===== src/design/ibrp_pkg.sv =====
package ibrp_pkg;

  // Field widths.
  localparam int PIX_W    = 16;
  localparam int COORD_W  = 16;
  localparam int CNT_W    = 14;
  localparam int DIM_W    = 15;
  localparam int BORDER_W = 3;
  localparam int CFG_IDX_W = 2;

  // Image size limits.
  localparam int MaxWidth  = 16384;
  localparam int MaxHeight = 16384;
  localparam int MinDim    = 2;

  // Descriptor queue between front and back.
  localparam int QDEPTH = 4;
  localparam int QPTR_W = $clog2(QDEPTH);
  localparam int QCNT_W = $clog2(QDEPTH + 1);

  // Configuration register indexes.
  typedef enum logic [CFG_IDX_W-1:0] {
    CFG_FRAME_WIDTH  = 2'd0,
    CFG_FRAME_HEIGHT = 2'd1,
    CFG_BORDER_WIDTH = 2'd2
  } cfg_index_t;

  // One pixel's work: its value and the rectangle of positions it covers.
  typedef struct packed {
    logic signed [PIX_W-1:0]   value;
    logic signed [COORD_W-1:0] x_lo;
    logic signed [COORD_W-1:0] x_hi;
    logic signed [COORD_W-1:0] y_lo;
    logic signed [COORD_W-1:0] y_hi;
  } desc_t;

  // Queue status seen by the front end and the checks.
  typedef struct packed {
    logic              full;
    logic              valid;
    logic [QCNT_W-1:0] count;
  } queue_stat_t;

  // Back end status.
  typedef struct packed {
    logic busy;
  } back_stat_t;

  // Saturate a dimension to its legal range and return the last index.
  function automatic logic [CNT_W-1:0] last_index(input logic [DIM_W-1:0] dim, input int lim);
    logic [DIM_W-1:0] sat;
    begin
      if (dim < DIM_W'(MinDim)) begin
        sat = DIM_W'(MinDim);
      end else if (dim > DIM_W'(lim)) begin
        sat = DIM_W'(lim);
      end else begin
        sat = dim;
      end
      last_index = CNT_W'(sat - DIM_W'(1));
    end
  endfunction

endpackage


===== src/design/ibrp_pix_if.sv =====
interface ibrp_pix_if import ibrp_pkg::*; ();
  logic                    valid;
  logic                    ready;
  logic signed [PIX_W-1:0] pixel_value;

  modport source (output valid, output pixel_value, input ready);
  modport sink (input valid, input pixel_value, output ready);
endinterface


===== src/design/ibrp_res_if.sv =====
interface ibrp_res_if import ibrp_pkg::*; ();
  logic                      valid;
  logic                      ready;
  logic signed [COORD_W-1:0] out_x;
  logic signed [COORD_W-1:0] out_y;
  logic signed [PIX_W-1:0]   out_value;
  logic                      run_last;

  modport source (output valid, output out_x, output out_y, output out_value,
                  output run_last, input ready);
  modport sink (input valid, input out_x, input out_y, input out_value,
                input run_last, output ready);
endinterface


===== src/design/ibrp_cfg_if.sv =====
interface ibrp_cfg_if import ibrp_pkg::*; ();
  logic                 valid;
  logic                 ready;
  logic [CFG_IDX_W-1:0] index;
  logic [DIM_W-1:0]     data;

  modport source (output valid, output index, output data, input ready);
  modport sink (input valid, input index, input data, output ready);
endinterface


===== src/design/image_border_replicate_padder.sv =====
// Edge-replicate border padder. Pixels arrive in raster order on the pixel
// channel; each one leaves as a run of words on the result channel: its own
// position, plus every border position it is nearest to, in ascending rows and
// columns, with run_last set on the final word. An interior pixel gives 1
// word, an edge pixel border_width+1 words and a corner pixel
// (border_width+1)^2 words; the back-end emitter produces one word per cycle
// while the sink takes them. A four-entry descriptor queue lets the front
// keep taking pixels while the emitter works through an edge run. A pixel
// taken by an idle block passes the queue and the item register to the
// output register. Any configuration write to a valid index restarts the
// frame at column 0, row 0; a pixel is not taken in a cycle with a pending
// configuration word; write configuration only while the block is idle.
module image_border_replicate_padder import ibrp_pkg::*; (
  input logic         clk,
  input logic         rst,
  ibrp_pix_if.sink    pixel,
  ibrp_cfg_if.sink    cfg,
  ibrp_res_if.source  result
);

  logic        push;
  desc_t       push_data;
  logic        pop;
  desc_t       pop_data;
  queue_stat_t q_stat;
  back_stat_t  b_stat;

  // Front end: counters, configuration and edge classification.
  ibrp_front u_front (
    .clk       (clk),
    .rst       (rst),
    .pixel     (pixel),
    .cfg       (cfg),
    .q_stat    (q_stat),
    .push      (push),
    .push_data (push_data)
  );

  // Descriptor queue.
  ibrp_queue u_queue (
    .clk       (clk),
    .rst       (rst),
    .push      (push),
    .push_data (push_data),
    .pop       (pop),
    .pop_data  (pop_data),
    .stat      (q_stat)
  );

  // Back end: emits the words of each descriptor.
  ibrp_back u_back (
    .clk    (clk),
    .rst    (rst),
    .q_stat (q_stat),
    .q_data (pop_data),
    .pop    (pop),
    .stat   (b_stat),
    .result (result)
  );

  // The queue never holds more than its depth.
  a_queue_bound: assert property (@(posedge clk) disable iff (rst)
    q_stat.count <= QCNT_W'(QDEPTH))
    else $error("descriptor queue overfilled");

  // A new result word only comes from an item the back end holds.
  a_word_from_item: assert property (@(posedge clk) disable iff (rst)
    $rose(result.valid) |-> $past(b_stat.busy))
    else $error("result word without a loaded item");

  // A pixel accepted into an empty, idle design is picked up at once.
  a_prompt_load: assert property (@(posedge clk) disable iff (rst)
    (push && !q_stat.valid && !b_stat.busy) |-> ##2 b_stat.busy)
    else $error("back end did not load a waiting item");

  // Nothing is popped from an empty queue.
  a_no_empty_pop: assert property (@(posedge clk) disable iff (rst)
    pop |-> q_stat.valid)
    else $error("pop from empty queue");

endmodule


===== src/design/ibrp_queue.sv =====
module ibrp_queue import ibrp_pkg::*; (
  input  logic        clk,
  input  logic        rst,
  input  logic        push,
  input  desc_t       push_data,
  input  logic        pop,
  output desc_t       pop_data,
  output queue_stat_t stat
);

  desc_t             entries [QDEPTH];
  logic [QPTR_W-1:0] wr_ptr;
  logic [QPTR_W-1:0] rd_ptr;
  logic [QCNT_W-1:0] count;
  logic              do_push;
  logic              do_pop;

  assign stat.full  = (count == QCNT_W'(QDEPTH));
  assign stat.valid = (count != '0);
  assign stat.count = count;
  assign do_push    = push && !stat.full;
  assign do_pop     = pop && stat.valid;
  assign pop_data   = entries[rd_ptr];

  // Storage is written only at the tail.
  always_ff @(posedge clk) begin
    if (do_push) begin
      entries[wr_ptr] <= push_data;
    end
  end

  // Pointers and fill level.
  always_ff @(posedge clk) begin
    if (rst) begin
      wr_ptr <= '0;
      rd_ptr <= '0;
      count  <= '0;
    end else begin
      if (do_push) begin
        wr_ptr <= wr_ptr + QPTR_W'(1);
      end
      if (do_pop) begin
        rd_ptr <= rd_ptr + QPTR_W'(1);
      end
      if (do_push && !do_pop) begin
        count <= count + QCNT_W'(1);
      end else if (do_pop && !do_push) begin
        count <= count - QCNT_W'(1);
      end
    end
  end

endmodule


===== src/design/ibrp_front.sv =====
module ibrp_front import ibrp_pkg::*; (
  input  logic        clk,
  input  logic        rst,
  ibrp_pix_if.sink    pixel,
  ibrp_cfg_if.sink    cfg,
  input  queue_stat_t q_stat,
  output logic        push,
  output desc_t       push_data
);

  logic [CNT_W-1:0]    column_count;
  logic [CNT_W-1:0]    row_count;
  logic [CNT_W-1:0]    last_col;
  logic [CNT_W-1:0]    last_row;
  logic [BORDER_W-1:0] border;
  logic                at_right;
  logic                at_bottom;
  logic                cfg_write;
  logic signed [COORD_W-1:0] bext;
  logic signed [COORD_W-1:0] cx;
  logic signed [COORD_W-1:0] cy;

  // A pending configuration word goes first, so a pixel never shares its edge.
  assign pixel.ready = !q_stat.full && !cfg.valid;
  assign cfg.ready   = 1'b1;
  assign push        = pixel.valid && pixel.ready;
  assign cfg_write   = cfg.valid && cfg.ready;

  assign at_right  = (column_count == last_col);
  assign at_bottom = (row_count == last_row);
  assign bext      = COORD_W'(border);
  assign cx        = COORD_W'(column_count);
  assign cy        = COORD_W'(row_count);

  // Classify the pixel by the edges it lies on and build its rectangle.
  always_comb begin
    push_data.value = pixel.pixel_value;
    push_data.x_lo  = (column_count == '0) ? -bext : cx;
    push_data.x_hi  = at_right ? (cx + bext) : cx;
    push_data.y_lo  = (row_count == '0) ? -bext : cy;
    push_data.y_hi  = at_bottom ? (cy + bext) : cy;
  end

  // Configuration registers and raster counters.
  always_ff @(posedge clk) begin
    if (rst) begin
      last_col     <= last_index(DIM_W'(352), MaxWidth);
      last_row     <= last_index(DIM_W'(288), MaxHeight);
      border       <= BORDER_W'(4);
      column_count <= '0;
      row_count    <= '0;
    end else if (cfg_write) begin
      unique case (cfg.index)
        CFG_FRAME_WIDTH: begin
          last_col     <= last_index(cfg.data, MaxWidth);
          column_count <= '0;
          row_count    <= '0;
        end
        CFG_FRAME_HEIGHT: begin
          last_row     <= last_index(cfg.data, MaxHeight);
          column_count <= '0;
          row_count    <= '0;
        end
        CFG_BORDER_WIDTH: begin
          border       <= cfg.data[BORDER_W-1:0];
          column_count <= '0;
          row_count    <= '0;
        end
        default: begin
        end
      endcase
    end else if (push) begin
      if (at_right) begin
        column_count <= '0;
        row_count    <= at_bottom ? '0 : row_count + CNT_W'(1);
      end else begin
        column_count <= column_count + CNT_W'(1);
      end
    end
  end

endmodule


===== src/design/ibrp_back.sv =====
module ibrp_back import ibrp_pkg::*; (
  input  logic        clk,
  input  logic        rst,
  input  queue_stat_t q_stat,
  input  desc_t       q_data,
  output logic        pop,
  output back_stat_t  stat,
  ibrp_res_if.source  result
);

  desc_t                     item;
  logic                      busy;
  logic signed [COORD_W-1:0] cur_x;
  logic signed [COORD_W-1:0] cur_y;
  logic                      can_emit;
  logic                      emit;
  logic                      row_end;
  logic                      at_last;

  assign can_emit  = !result.valid || result.ready;
  assign emit      = busy && can_emit;
  assign row_end   = (cur_x == item.x_hi);
  assign at_last   = row_end && (cur_y == item.y_hi);
  assign pop       = q_stat.valid && (!busy || (emit && at_last));
  assign stat.busy = busy;

  // Walk the rectangle row by row, one position per word.
  always_ff @(posedge clk) begin
    if (rst) begin
      busy <= 1'b0;
    end else if (pop) begin
      busy <= 1'b1;
    end else if (emit && at_last) begin
      busy <= 1'b0;
    end
  end

  always_ff @(posedge clk) begin
    if (pop) begin
      item  <= q_data;
      cur_x <= q_data.x_lo;
      cur_y <= q_data.y_lo;
    end else if (emit && !at_last) begin
      if (row_end) begin
        cur_x <= item.x_lo;
        cur_y <= cur_y + COORD_W'(1);
      end else begin
        cur_x <= cur_x + COORD_W'(1);
      end
    end
  end

  // Output register: holds a word until the sink takes it.
  always_ff @(posedge clk) begin
    if (rst) begin
      result.valid <= 1'b0;
    end else if (emit) begin
      result.valid <= 1'b1;
    end else if (result.ready) begin
      result.valid <= 1'b0;
    end
  end

  always_ff @(posedge clk) begin
    if (emit) begin
      result.out_x     <= cur_x;
      result.out_y     <= cur_y;
      result.out_value <= item.value;
      result.run_last  <= at_last;
    end
  end

endmodule


===== src/flat_wrapper.sv =====
// flat-port wrapper written by rule: the top's interface ports become plain ports
module image_border_replicate_padder_flat import ibrp_pkg::*;
  (clk, rst, pixel_valid, pixel_pixel_value, pixel_ready, cfg_valid, cfg_index, cfg_data, cfg_ready, result_valid, result_out_x, result_out_y, result_out_value, result_run_last, result_ready);
  ibrp_pix_if pixel_i ();
  ibrp_cfg_if cfg_i ();
  ibrp_res_if result_i ();
  input logic clk;
  input logic rst;
  input wire logic [$bits(pixel_i.valid)-1:0] pixel_valid;
  input wire logic [$bits(pixel_i.pixel_value)-1:0] pixel_pixel_value;
  output wire logic [$bits(pixel_i.ready)-1:0] pixel_ready;
  input wire logic [$bits(cfg_i.valid)-1:0] cfg_valid;
  input wire logic [$bits(cfg_i.index)-1:0] cfg_index;
  input wire logic [$bits(cfg_i.data)-1:0] cfg_data;
  output wire logic [$bits(cfg_i.ready)-1:0] cfg_ready;
  output wire logic [$bits(result_i.valid)-1:0] result_valid;
  output wire logic [$bits(result_i.out_x)-1:0] result_out_x;
  output wire logic [$bits(result_i.out_y)-1:0] result_out_y;
  output wire logic [$bits(result_i.out_value)-1:0] result_out_value;
  output wire logic [$bits(result_i.run_last)-1:0] result_run_last;
  input wire logic [$bits(result_i.ready)-1:0] result_ready;
  assign pixel_i.valid = pixel_valid;
  assign pixel_i.pixel_value = pixel_pixel_value;
  assign pixel_ready = pixel_i.ready;
  assign cfg_i.valid = cfg_valid;
  assign cfg_i.index = cfg_index;
  assign cfg_i.data = cfg_data;
  assign cfg_ready = cfg_i.ready;
  assign result_valid = result_i.valid;
  assign result_out_x = result_i.out_x;
  assign result_out_y = result_i.out_y;
  assign result_out_value = result_i.out_value;
  assign result_run_last = result_i.run_last;
  assign result_i.ready = result_ready;
  image_border_replicate_padder u_core (.clk(clk), .rst(rst), .pixel(pixel_i), .cfg(cfg_i), .result(result_i));
endmodule

===== config.mk =====
export PLATFORM = sky130hd
export DESIGN_NAME = image_border_replicate_padder_flat
export DESIGN_NICKNAME = d
export VERILOG_FILES = /design/src/design/ibrp_pkg.sv /design/src/design/ibrp_pix_if.sv /design/src/design/ibrp_res_if.sv /design/src/design/ibrp_cfg_if.sv /design/src/design/image_border_replicate_padder.sv /design/src/design/ibrp_queue.sv /design/src/design/ibrp_front.sv /design/src/design/ibrp_back.sv /design/src/flat_wrapper.sv
export SDC_FILE = /design/constraint.sdc
export NUM_CORES = 1
export LEC_CHECK = 0
export BUFFER_PORTS_ARGS = -buffer_cell sky130_fd_sc_hd__buf_2
export CORE_AREA = 5 5 215 217
export DETAILED_ROUTE_END_ITERATION = 16
export DIE_AREA = 0 0 220 222
export GPL_TIMING_DRIVEN = 0
export PLACE_DENSITY = 0.66
export SLEW_MARGIN = 15
export SYNTH_ARGS = -nofsm -noshare
export SYNTH_HDL_FRONTEND = slang
export SYNTH_SLANG_ARGS = --single-unit

===== constraint.sdc =====
create_clock -name clk -period 5.2 [get_ports clk]
set_input_delay 0.26 -clock clk [delete_from_list [all_inputs] [get_ports clk]]
set_output_delay 0.26 -clock clk [all_outputs]
set_load 0.03 [all_outputs]

## Yosys cells after proc, flatten, opt, wreduce, memory -nomap -nowiden

Memories as Yosys holds them, arrays and structs flattened. A register that Yosys moved wholly into a read port is not among the register bits.
Index checks and enable logic that the tools add are counted.

- Bits in writable memories: 312
- Output and inout bits: 52
- Flip-flop bits (word level): 213
- Memories: 1

- $lt $le $gt $ge: 2
- Reduce and logical (&&, ||, !) cells: 38
- Add/subtract/negate cells: 13
- Eq/ne operators: 8
- Muxes and demuxes: 36

Memories:

| memory | words | bits a word | read ports | clocked after Yosys merged registers in | write ports | RTL line | source |
|---|---|---|---|---|---|---|---|
| u_core.u_queue.entries | 4 | 78 | 1 | 1 | 1 | ibrp_queue.sv:11 | `desc_t entries [QDEPTH];` |

Operators by type and width:

| kind | count |
|---|---|
| $mux W14 | 16 |
| $mux W16 | 8 |
| $add A16 B2 Y16 const B | 2 |
| $eq A16 B16 Y1 | 2 |
| $add A14 B3 Y15 | 2 |
| $mux W15 | 2 |
| $add A14 B1 Y14 const B | 2 |
| $eq A14 B14 Y1 | 2 |
| $logic_not A14 Y1 | 2 |
| $sub A14 B1 Y14 const B | 2 |
| $neg A3 Y16 | 1 |
| $gt A15 B15 Y1 const B | 1 |
| $lt A15 B2 Y1 const B | 1 |
| $reduce_bool A2 Y1 | 7 |
| $logic_and A1 B1 Y1 | 11 |
| $reduce_and A2 Y1 | 5 |
| $logic_not A1 Y1 | 7 |
| $mux W1 | 6 |
| $mux W3 | 2 |
| $add A2 B1 Y2 const B | 2 |
| $mux W2 | 2 |
| $add A3 B1 Y3 const B | 1 |
| $eq A3 B3 Y1 const B | 1 |
| $reduce_and A3 Y1 | 1 |
| other kinds (8) | 9 |

## Depth between registers and ports, before layout

Gate-level depths: netlist of run 1.

- Depth in word-level cells: 10
- Mapped depth: 14

## Modules after synthesis

Synthesis of run 1 repeated with hierarchy kept, for this count alone.

- Cells, all modules: 1408
- Area total of the unflattened synthesis: 22679.3 um2

By module, submodules not included:

| module | area an instance (um2) | times used | cells each |
|---|---|---|---|
| ibrp_queue | 12095.4 | 1 | 466 |
| ibrp_back | 6163.4 | 1 | 389 |
| ibrp_front | 4420.5 | 1 | 553 |

## Worst setup path after synthesis of run 1

Ideal clock, no wire load.

- Path kind: reg-to-reg
- Start: register u_core.u_back.cur_y[0]
- End: register u_core.u_queue.count[2]
- Path slack: 1.602 ns
- Stages on the path, launching flop included: 14
- Buffers on the path: 2
- Required time: 5.130 ns
- Data arrival time: 3.527 ns
- Setup time: 0.070 ns
- Period minus slack after synthesis: 3.598 ns
- Path through: edfxtp_1 -> xor2_1 -> nor4_1 -> nand4_1 -> o31a_1 -> nor2_4 -> buf_2 -> buf_4 -> inv_2 -> ha_1 -> fa_1 -> xnor2_1 -> or3_1 -> a21oi_1

- Longest elaborated chain between the ends: 9

Ends and longest elaborated chain:

| element | RTL line | source |
|---|---|---|
| from (decl) | ibrp_back.sv:14 | `logic signed [COORD_W-1:0] cur_y;` |
| from (signal assigned) | ibrp_back.sv:42 | `cur_y <= q_data.y_lo;` |
| from (signal assigned) | ibrp_back.sv:46 | `cur_y <= cur_y + COORD_W'(1);` |
| $eq A16 B16 Y1 (*) | ibrp_back.sv:23 | `assign at_last = row_end && (cur_y == item.y_hi);` |
| $logic_and A1 B1 Y1 (*) | ibrp_back.sv:23 |  |
| $logic_and A1 B1 Y1 (*) | ibrp_back.sv:24 | `assign pop = q_stat.valid && (!busy \|\| (emit && at_last));` |
| $logic_or A1 B1 Y1 (*) | ibrp_back.sv:24 |  |
| $logic_and A1 B1 Y1 (*) | ibrp_back.sv:24 |  |
| via u_core.pop | image_border_replicate_padder.sv:23 | `logic pop;` |
| $logic_and A1 B1 Y1 (*) | ibrp_queue.sv:22 | `assign do_pop = pop && stat.valid;` |
| $logic_not A1 Y1 | ibrp_queue.sv:45 | `if (do_push && !do_pop) begin` |
| $logic_and A1 B1 Y1 | ibrp_queue.sv:45 |  |
| $mux W3 / $reduce_bool A2 Y1 (equally long branches) | -- |  |
| to (signal assigned) | ibrp_queue.sv:46 | `count <= count + QCNT_W'(1);` |
| to (signal assigned) | ibrp_queue.sv:48 | `count <= count - QCNT_W'(1);` |
| to (decl) | ibrp_queue.sv:14 | `logic [QCNT_W-1:0] count;` |

The timed path passes the listed nets; every way through them passes the cells marked *.
A chain may end at the register's enable or synchronous reset.

## Final worst setup path of run 1

- Start: register u_core.u_back.cur_y[1]
- End: register u_core.u_queue.count[2]

The elaborated chain is that of the path after synthesis.

==> results of run 1 <==
critical path, cell delays in order (launching register included):
cell	delay (ns)
edfxtp_1	0.50
xor2_1	0.22
nor4_1	0.39
nand4_1	0.37
o31a_1	0.43
nor2_4	0.24
buf_2	0.28
buf_4	0.80
inv_2	0.04
ha_1	0.24
fa_1	0.39
xnor2_1	0.14
or3_1	0.31
a21oi_1	0.14
registers in the layout (all words and copies together), names as in the netlist, 16 cells and up, named ones only:
signal,flops
u_core.u_back.cur_x,16
u_core.u_back.cur_y,16
u_core.u_back.item,62
u_core.u_back.result.out_value,16
u_core.u_back.result.out_x,16
u_core.u_back.result.out_y,16
u_core.u_queue.entries,312
cell usage in the layout (no fill, tap or decap), types with 41 or more instances in the layout:
master     synthesis  final
edfxtp_1         455    455
buf_2             18    104
nor2_1            84     82
nand2_1           80     80
mux4_2            78     78
xnor2_1           74     74
dfxtp_1           70     70
clkbuf_1          45     58
clkbuf_16          0     53
xor2_1            52     52
a21oi_1           41     41
power by group through the flow:
stage	combinational (W)	sequential [W]	clock (W)
finish	0.00281	0.00603	0.00370
global route	0.00305	0.00610	0.00396
CTS	0.00287	0.00604	0.00376
detailed placement	0.00285	0.00612	0
global placement	0.00270	0.00614	0
floorplan	0.00176	0.00624	0
how the worst max path moves through the flow:
stage                               endpoint  depth (start not counted)                    from  slack, ns
2_1_floorplan        u_core.u_queue.count[2]                         13  u_core.u_back.cur_y[0]       1.60
3_3_place_gp   u_core.u_queue.entries[0][63]                          5               cfg_valid       0.09
3_5_place_dp         u_core.u_queue.count[2]                         13  u_core.u_back.cur_y[1]       0.54
4_1_cts              u_core.u_queue.count[2]                         13  u_core.u_back.cur_y[1]       0.53
5_1_grt              u_core.u_queue.count[2]                         13  u_core.u_back.cur_y[1]       0.25
6_report             u_core.u_queue.count[2]                         13  u_core.u_back.cur_y[1]       0.60
logic make-up (layout without fill, tap and decap cells):
kind of cell               after synthesis  after routing  share of synthesized area, %
other                                    1              1                        0.0173
DFF                                    525            525                          69.6
AOI/OAI and AO/OA                      163            163                          4.58
muxes                                  105            105                          9.47
xor gates and xnor gates               126            126                          5.10
buffers and inverters                  107            313                          2.01
and+or+nand+nor                        339            339                          7.84
adders and majority gates               23             23                          1.43
per-layer routing:
layer / track usage, % / share of wire (%)
met2: 30.6 / 49
met3: 2.68 / 5.7
met5: 0 / 0
met4: 3.99 / 1.8
met1: 26.2 / 43
per-stage QoR:
step | setup slack [ns] | std cells
5_1_grt | 0.248 | 2187
2_1_floorplan | 1.60 | 1389
4_1_cts | 0.529 | 2187
6_report | 0.598 | 2187
3_5_place_dp | 0.542 | 2076
3_3_place_gp | 0.0873 | 2067
area by class of cell:
cell class / count / area [µm²] / share of cell area, %
inverters: 36 / 135 / 0.543
repair buffers: 112 / 774 / 3.11
flip-flops and latches: 525 / 15100 / 60.5
clock inverters: 24 / 259 / 1.04
plain buffers: 71 / 300 / 1.21
well taps: 592 / 741 / 2.98
multi-input cells: 757 / 6180 / 24.8
clock buffers: 70 / 1430 / 5.75
timing repair:
item / in CTS / in global routing
endpoints found under the hold margin: 65 / 0
hold buffers: 17 / 0
buffers inserted: 0 / 0
==> qor.csv, run 1 <==
metric,value,unit
Comb pwr share,22.4,%
gr usage total,18.4,%
total power,0.0125,W
Max Cap Viol,0,
routed vias/inst,5.53,
Final TNS setup,0,ns
first-pass GRT wire length,70500,µm
Post-synth top flop,edfxtp_1,
largest net degree at the start of global routing,72,
root buffer cell,clkbuf_16,
worst reg2reg path endpoint,u_core.u_queue.count[2],
clock skew,0.0153,ns
share of the synthesized area in the top cell type,63.1,%
Pint,0.00894,W
Worst Hold Path EP,u_core.u_back.result.valid,
PD cells,504,nW/µm²
post-DP HPWL,30400,µm
CORE AREA,43900,µm²
Worst VDD drop,0.284,mV
final wirelength,45000,µm
Final Hold Viols,0,
Die H,222,µm
H-tree depth,2,
asr flop ratio synth,0,%
Area after DPL,23000,µm²
Post-synth top cells,"edfxtp_1, nor2_1, nand2_1, mux4_2, xnor2_1",
Relative slew margins,34.6,%
CP Max Fanout,71,
hold slack final,0.0629,ns
P_leak,8.27,nW
worst hold path startpoint,result_ready,
Final Cycle Share,88.5,%
"flops & latches, synth",525,
DRC errors left,0,
register area share after synthesis,69.6,%
Initial Util,49.3,%
fraction of layout cells with a size suffix above 1,18.8,%
top-count cell post-synth,edfxtp_1,
total grt overflow,0,
fin crit period,4.60,ns
Cells after Synth,1389,
reg2reg path depth,13,
I/O pin cnt,90,
DR WL/cell,20.6,µm
Syn Nets,1450,
Resize count post-CTS,0,
Ys Warns,0,
Clock Power Share,29.5,%
worst skew pair latency,0.57,ns
Clock Path Buffers,3,
syn avg cell area,15.6,µm²
Worst R2R Setup Slack,0.60,ns
Filler Cell Count,3459,
post-layout util,56.7,%
CTS Sinks,525,
1st-iter DRT viols,908,
largest area contributor in the netlist,edfxtp_1,
remaining antenna violation count after routing,0,
hold depth,3,
IO buf count,86,
clk slew on worst S/H paths,0.06,ns
row cnt,77,
vias in the first global route,12100,
Hold/Removal Path Class,in2reg,
CP Class,reg2reg,
RSZ-0062 raised after global routing,false,
Worst EP required,5.68,ns
Post-Syn Area,21700,µm²
antenna fix cells,0,
TritonCTS clock tree,built,
Peak Freq,0.217,GHz
number of synthesized flops with an enable pin,455,
antenna violations before repair,0,
crit end category,flop,
sw power,0.00360,W
Final setup viols,0,
Die Width,220,µm
Slew Limit Fails,0,
Post-Layout Inst Area,24900,µm²
dominant cells by area after synthesis,"edfxtp_1, mux4_2, dfxtp_1, xnor2_1, xor2_1",
WP data arrival,5.09,ns
die area,48800,µm²
Flop pwr share,48.1,%
Final #Nets,1615,
startpoint types,flop,
1st-pass router iterations,5,
GP Congestion,0.864,
CTS buffer count,51,
Sw Share,28.7,%
FF-to-FF Start,u_core.u_back.cur_y[1],
outcome,finished clean,
Vias,12100,
P&R area growth vs syn,14.9,%
Synth cell types,65,
actual slew at the worst max-slew pin,0.981,ns
Power figures use the tool's default switching activity.
==> inputs of run 2 (changes only) <==
--- a/config.mk
+++ b/config.mk
@@ -6,12 +6,14 @@
 export NUM_CORES = 1
 export LEC_CHECK = 0
 export BUFFER_PORTS_ARGS = -buffer_cell sky130_fd_sc_hd__buf_2
-export CORE_AREA = 5 5 215 217
+export CORE_AREA = 5 5 219 221
 export DETAILED_ROUTE_END_ITERATION = 16
-export DIE_AREA = 0 0 220 222
+export DIE_AREA = 0 0 224 226
 export GPL_TIMING_DRIVEN = 0
-export PLACE_DENSITY = 0.66
+export PLACE_DENSITY_LB_ADDON = 0.05
+export SETUP_SLACK_MARGIN = 0.1
 export SLEW_MARGIN = 15
 export SYNTH_ARGS = -nofsm -noshare
 export SYNTH_HDL_FRONTEND = slang
+export SYNTH_HIERARCHICAL = 1
 export SYNTH_SLANG_ARGS = --single-unit
==> qor.csv, run 2 <==
metric,value,unit,change
max reg flops,320,,+2.6%
Resize count post-CTS,0,,unchanged
vias in the first global route,12400,,+2.1%
reg2reg path depth,13,,unchanged
Post-Syn Area,22700,µm²,+4.7%
Synth Area in Simple Gates,8.69,%,+0.84 points
post-synthesis compound-gate area fraction,4.01,%,-0.57 points
Final Cycle Share,72.9,%,-16 points
crit end category,flop,,
Die H,226,µm,+1.8%
startpoint types,flop,,
pre-CTS setup slack,1.40,ns,+0.862 ns
Hold/Removal Path Class,in2reg,,
number of synthesized flops with an enable pin,465,,+2.2%
Biggest register,u_core/u_queue/entries,,
combinational family with the most area after synthesis,multiplexers,,
most frequent cells in the layout,"edfxtp_1, buf_2, xor2_1",,
hold slack final,0.0360,ns,-0.0268 ns
Post-synth top flop,edfxtp_1,,
Adder-Cell Fraction of Synth Area,1.37,%,-0.064 points
WP data arrival,4.31,ns,-0.78 ns
GP Congestion,0.840,,-2.7%
TritonCTS clock tree,built,,
Max Cap Viol,0,,unchanged
die area,50600,µm²,+3.7%
crit path to,u_core/u_queue/count[2],,
"commonest non-fill, non-tap cell in the layout",edfxtp_1,,
remaining antenna violation count after routing,0,,unchanged
row cnt,79,,+2.6%
IO buf count,70,,-19%
Filler Cell Count,3611,,+4.4%
I/O pin cnt,90,,unchanged
worst skew pair latency,0.60,ns,+0.03 ns
clk slew on worst S/H paths,0.06,ns,about the same
Worst R2R Setup Slack,1.41,ns,+0.81 ns
CP Class,reg2reg,,
Worst VDD drop,0.305,mV,+7.3%
fraction of layout cells with a size suffix above 1,24.7,%,+5.9 points
Ys Warns,6,,+6
routed vias/inst,5.50,,-0.50%
Clock Path Buffers,3,,unchanged
1st-iter DRT viols,838,,-7.7%
CTS Hold Bufs,20,,+3
hold depth,2,,-1
Vias,12200,,+0.95%
actual slew at the worst max-slew pin,1.02,ns,+0.0342 ns
largest area contributor in the netlist,edfxtp_1,,
asr flop ratio synth,0,%,unchanged
P&R area growth vs syn,14.7,%,
PD cells,513,nW/µm²,+1.8%
Final Hold Viols,0,,unchanged
share of the synthesized area in the top cell type,61.6,%,-1.5 points
post-DP HPWL,32100,µm,+5.4%
first-pass GRT wire length,73400,µm,+4.2%
Initial Util,49.3,%,about the same
DR WL/cell,21.4,µm,+4.0%
1st-pass router iterations,5,,unchanged
setup bufs post-CTS,0,,unchanged
Final #Nets,1627,,+0.74%
final wirelength,47500,µm,+5.5%
Cells after Synth,1408,,+1.4%
CP Max Fanout,46,,-35%
RSZ-0062 raised after global routing,false,,
Die Width,224,µm,+1.8%
fin crit period,3.79,ns,-0.811 ns
dominant cells by area after synthesis,"edfxtp_1, mux4_2, dfxtp_1, xor2_1, xnor2_1",,
antenna violations before repair,0,,unchanged
Regs by FF count,"u_core/u_queue/entries (320), u_core/u_back/item (64)",,
CORE AREA,46000,µm²,+4.6%
CTS buffer count,54,,+5.9%
H-tree depth,2,,unchanged
XOR/XNOR Fraction of Synth Area,5.56,%,+0.46 points
final setup margin,1.41,ns,+0.811 ns
total grt overflow,0,,unchanged
worst reg2reg path endpoint,u_core/u_queue/count[2],,
Worst EP required,5.72,ns,+0.04 ns
gr usage total,18.9,%,+0.45 points
outcome,finished clean,,
"flops & latches, synth",535,,+1.9%
register area share after synthesis,67.7,%,-1.8 points
Relative slew margins,32.2,%,-2.4 points
post-layout util,56.6,%,about the same
largest net degree at the start of global routing,47,,-35%
P_leak,8.79,nW,+6.3%
Post-synth top cells,"edfxtp_1, xor2_1, nor2_1, mux4_2, dfxtp_1",,
DRC errors left,0,,unchanged
top-count cell post-synth,edfxtp_1,,
FF-to-FF Start,u_core/u_queue/count[1],,
CP Launch Point,u_core/u_queue/count[1],,
Peak Freq,0.264,GHz,+21%
Final setup viols,0,,unchanged
post-synthesis mux area share,9.19,%,-0.29 points
clock skew,0.0183,ns,+0.00307 ns
CTS Sinks,535,,+1.9%
Synth cell types,70,,+7.7%
root buffer cell,clkbuf_16,,
antenna fix cells,0,,unchanged
Slew Limit Fails,0,,unchanged
syn avg cell area,16.1,µm²,+3.3%
## run 2: logic make-up after synthesis
kind of cell / Yosys count
other: 2
AO/OA/AOI/OAI: 132
AND/OR/NAND/NOR: 350
XOR/XNOR: 143
adder cells (fa/ha/maj): 23
flip-flops: 535
multiplexers: 102
buffers and inverters: 121
## run 2: layout make-up
type	instances	area [µm²]	share of cell area (%)
Clock inverter	27	279	1.07
Timing Repair Buffer	101	783	3.01
Inverter	29	111	0.428
Buffer	92	666	2.56
Multi-Input combinational cell	753	6560	25.2
Sequential cell	535	15400	59.1
Clock buffer	75	1490	5.73
Tap cell	607	759	2.92
## run 2: worst min path at each step
stage	from	end	slack (ns)
2_1_floorplan	rst	u_core/u_back/stat	0.33
6_report	rst	u_core/u_back/result.valid	0.04
3_3_place_gp	u_core/u_back/item[76]	u_core/u_back/result.out_value[12]	0.40
5_1_grt	rst	u_core/u_back/result.valid	0.05
3_5_place_dp	u_core/u_back/item[76]	u_core/u_back/result.out_value[12]	0.41
4_1_cts	rst	u_core/u_back/result.valid	0.02
## run 2: where the power goes
group / internal, W / switching, W
combinational: 0.00140 / 0.00186
sequential: 0.00577 / 0.000468
clock: 0.00226 / 0.00159
## run 2: per-stage QoR
| stage | instance area [µm²] | cells | total power (W) | TNS, ns |
|---|---|---|---|---|
| 2_1_floorplan | 22700 | 1409 | 0.00856 | 0 |
| 3_3_place_gp | 23800 | 2086 | 0.00954 | -123.46 |
| 3_5_place_dp | 24000 | 2097 | 0.00964 | 0 |
| 4_1_cts | 26000 | 2219 | 0.0135 | 0 |
| 5_1_grt | 26000 | 2219 | 0.0140 | 0 |
| 6_report | 26000 | 2219 | 0.0133 | 0 |
## run 2: metal layers
layer | up-vias | part of all wire, % | GRT usage, % | wire length (µm)
li1 | 5705 | - | - | -
met4 | 0 | 2.0 | 4.51 | 937
met5 | - | 0 | 0 | 0
met3 | 64 | 5.2 | 3.59 | 2460
met1 | 6142 | 45 | 26.7 | 21600
met2 | 288 | 47 | 30.7 | 22500
## run 2: worst max-delay path, stage by stage, from the launching register on
cell and delay, ns:
dfxtp_1 0.38, or3_1 0.59, inv_1 0.20, nor2_1 0.19, a31oi_4 0.43, inv_4 0.21
buf_16 0.26, o31ai_2 0.14, ha_1 0.24, inv_1 0.06, fa_1 0.37, xor2_1 0.16
or3_1 0.30, a21oi_1 0.14
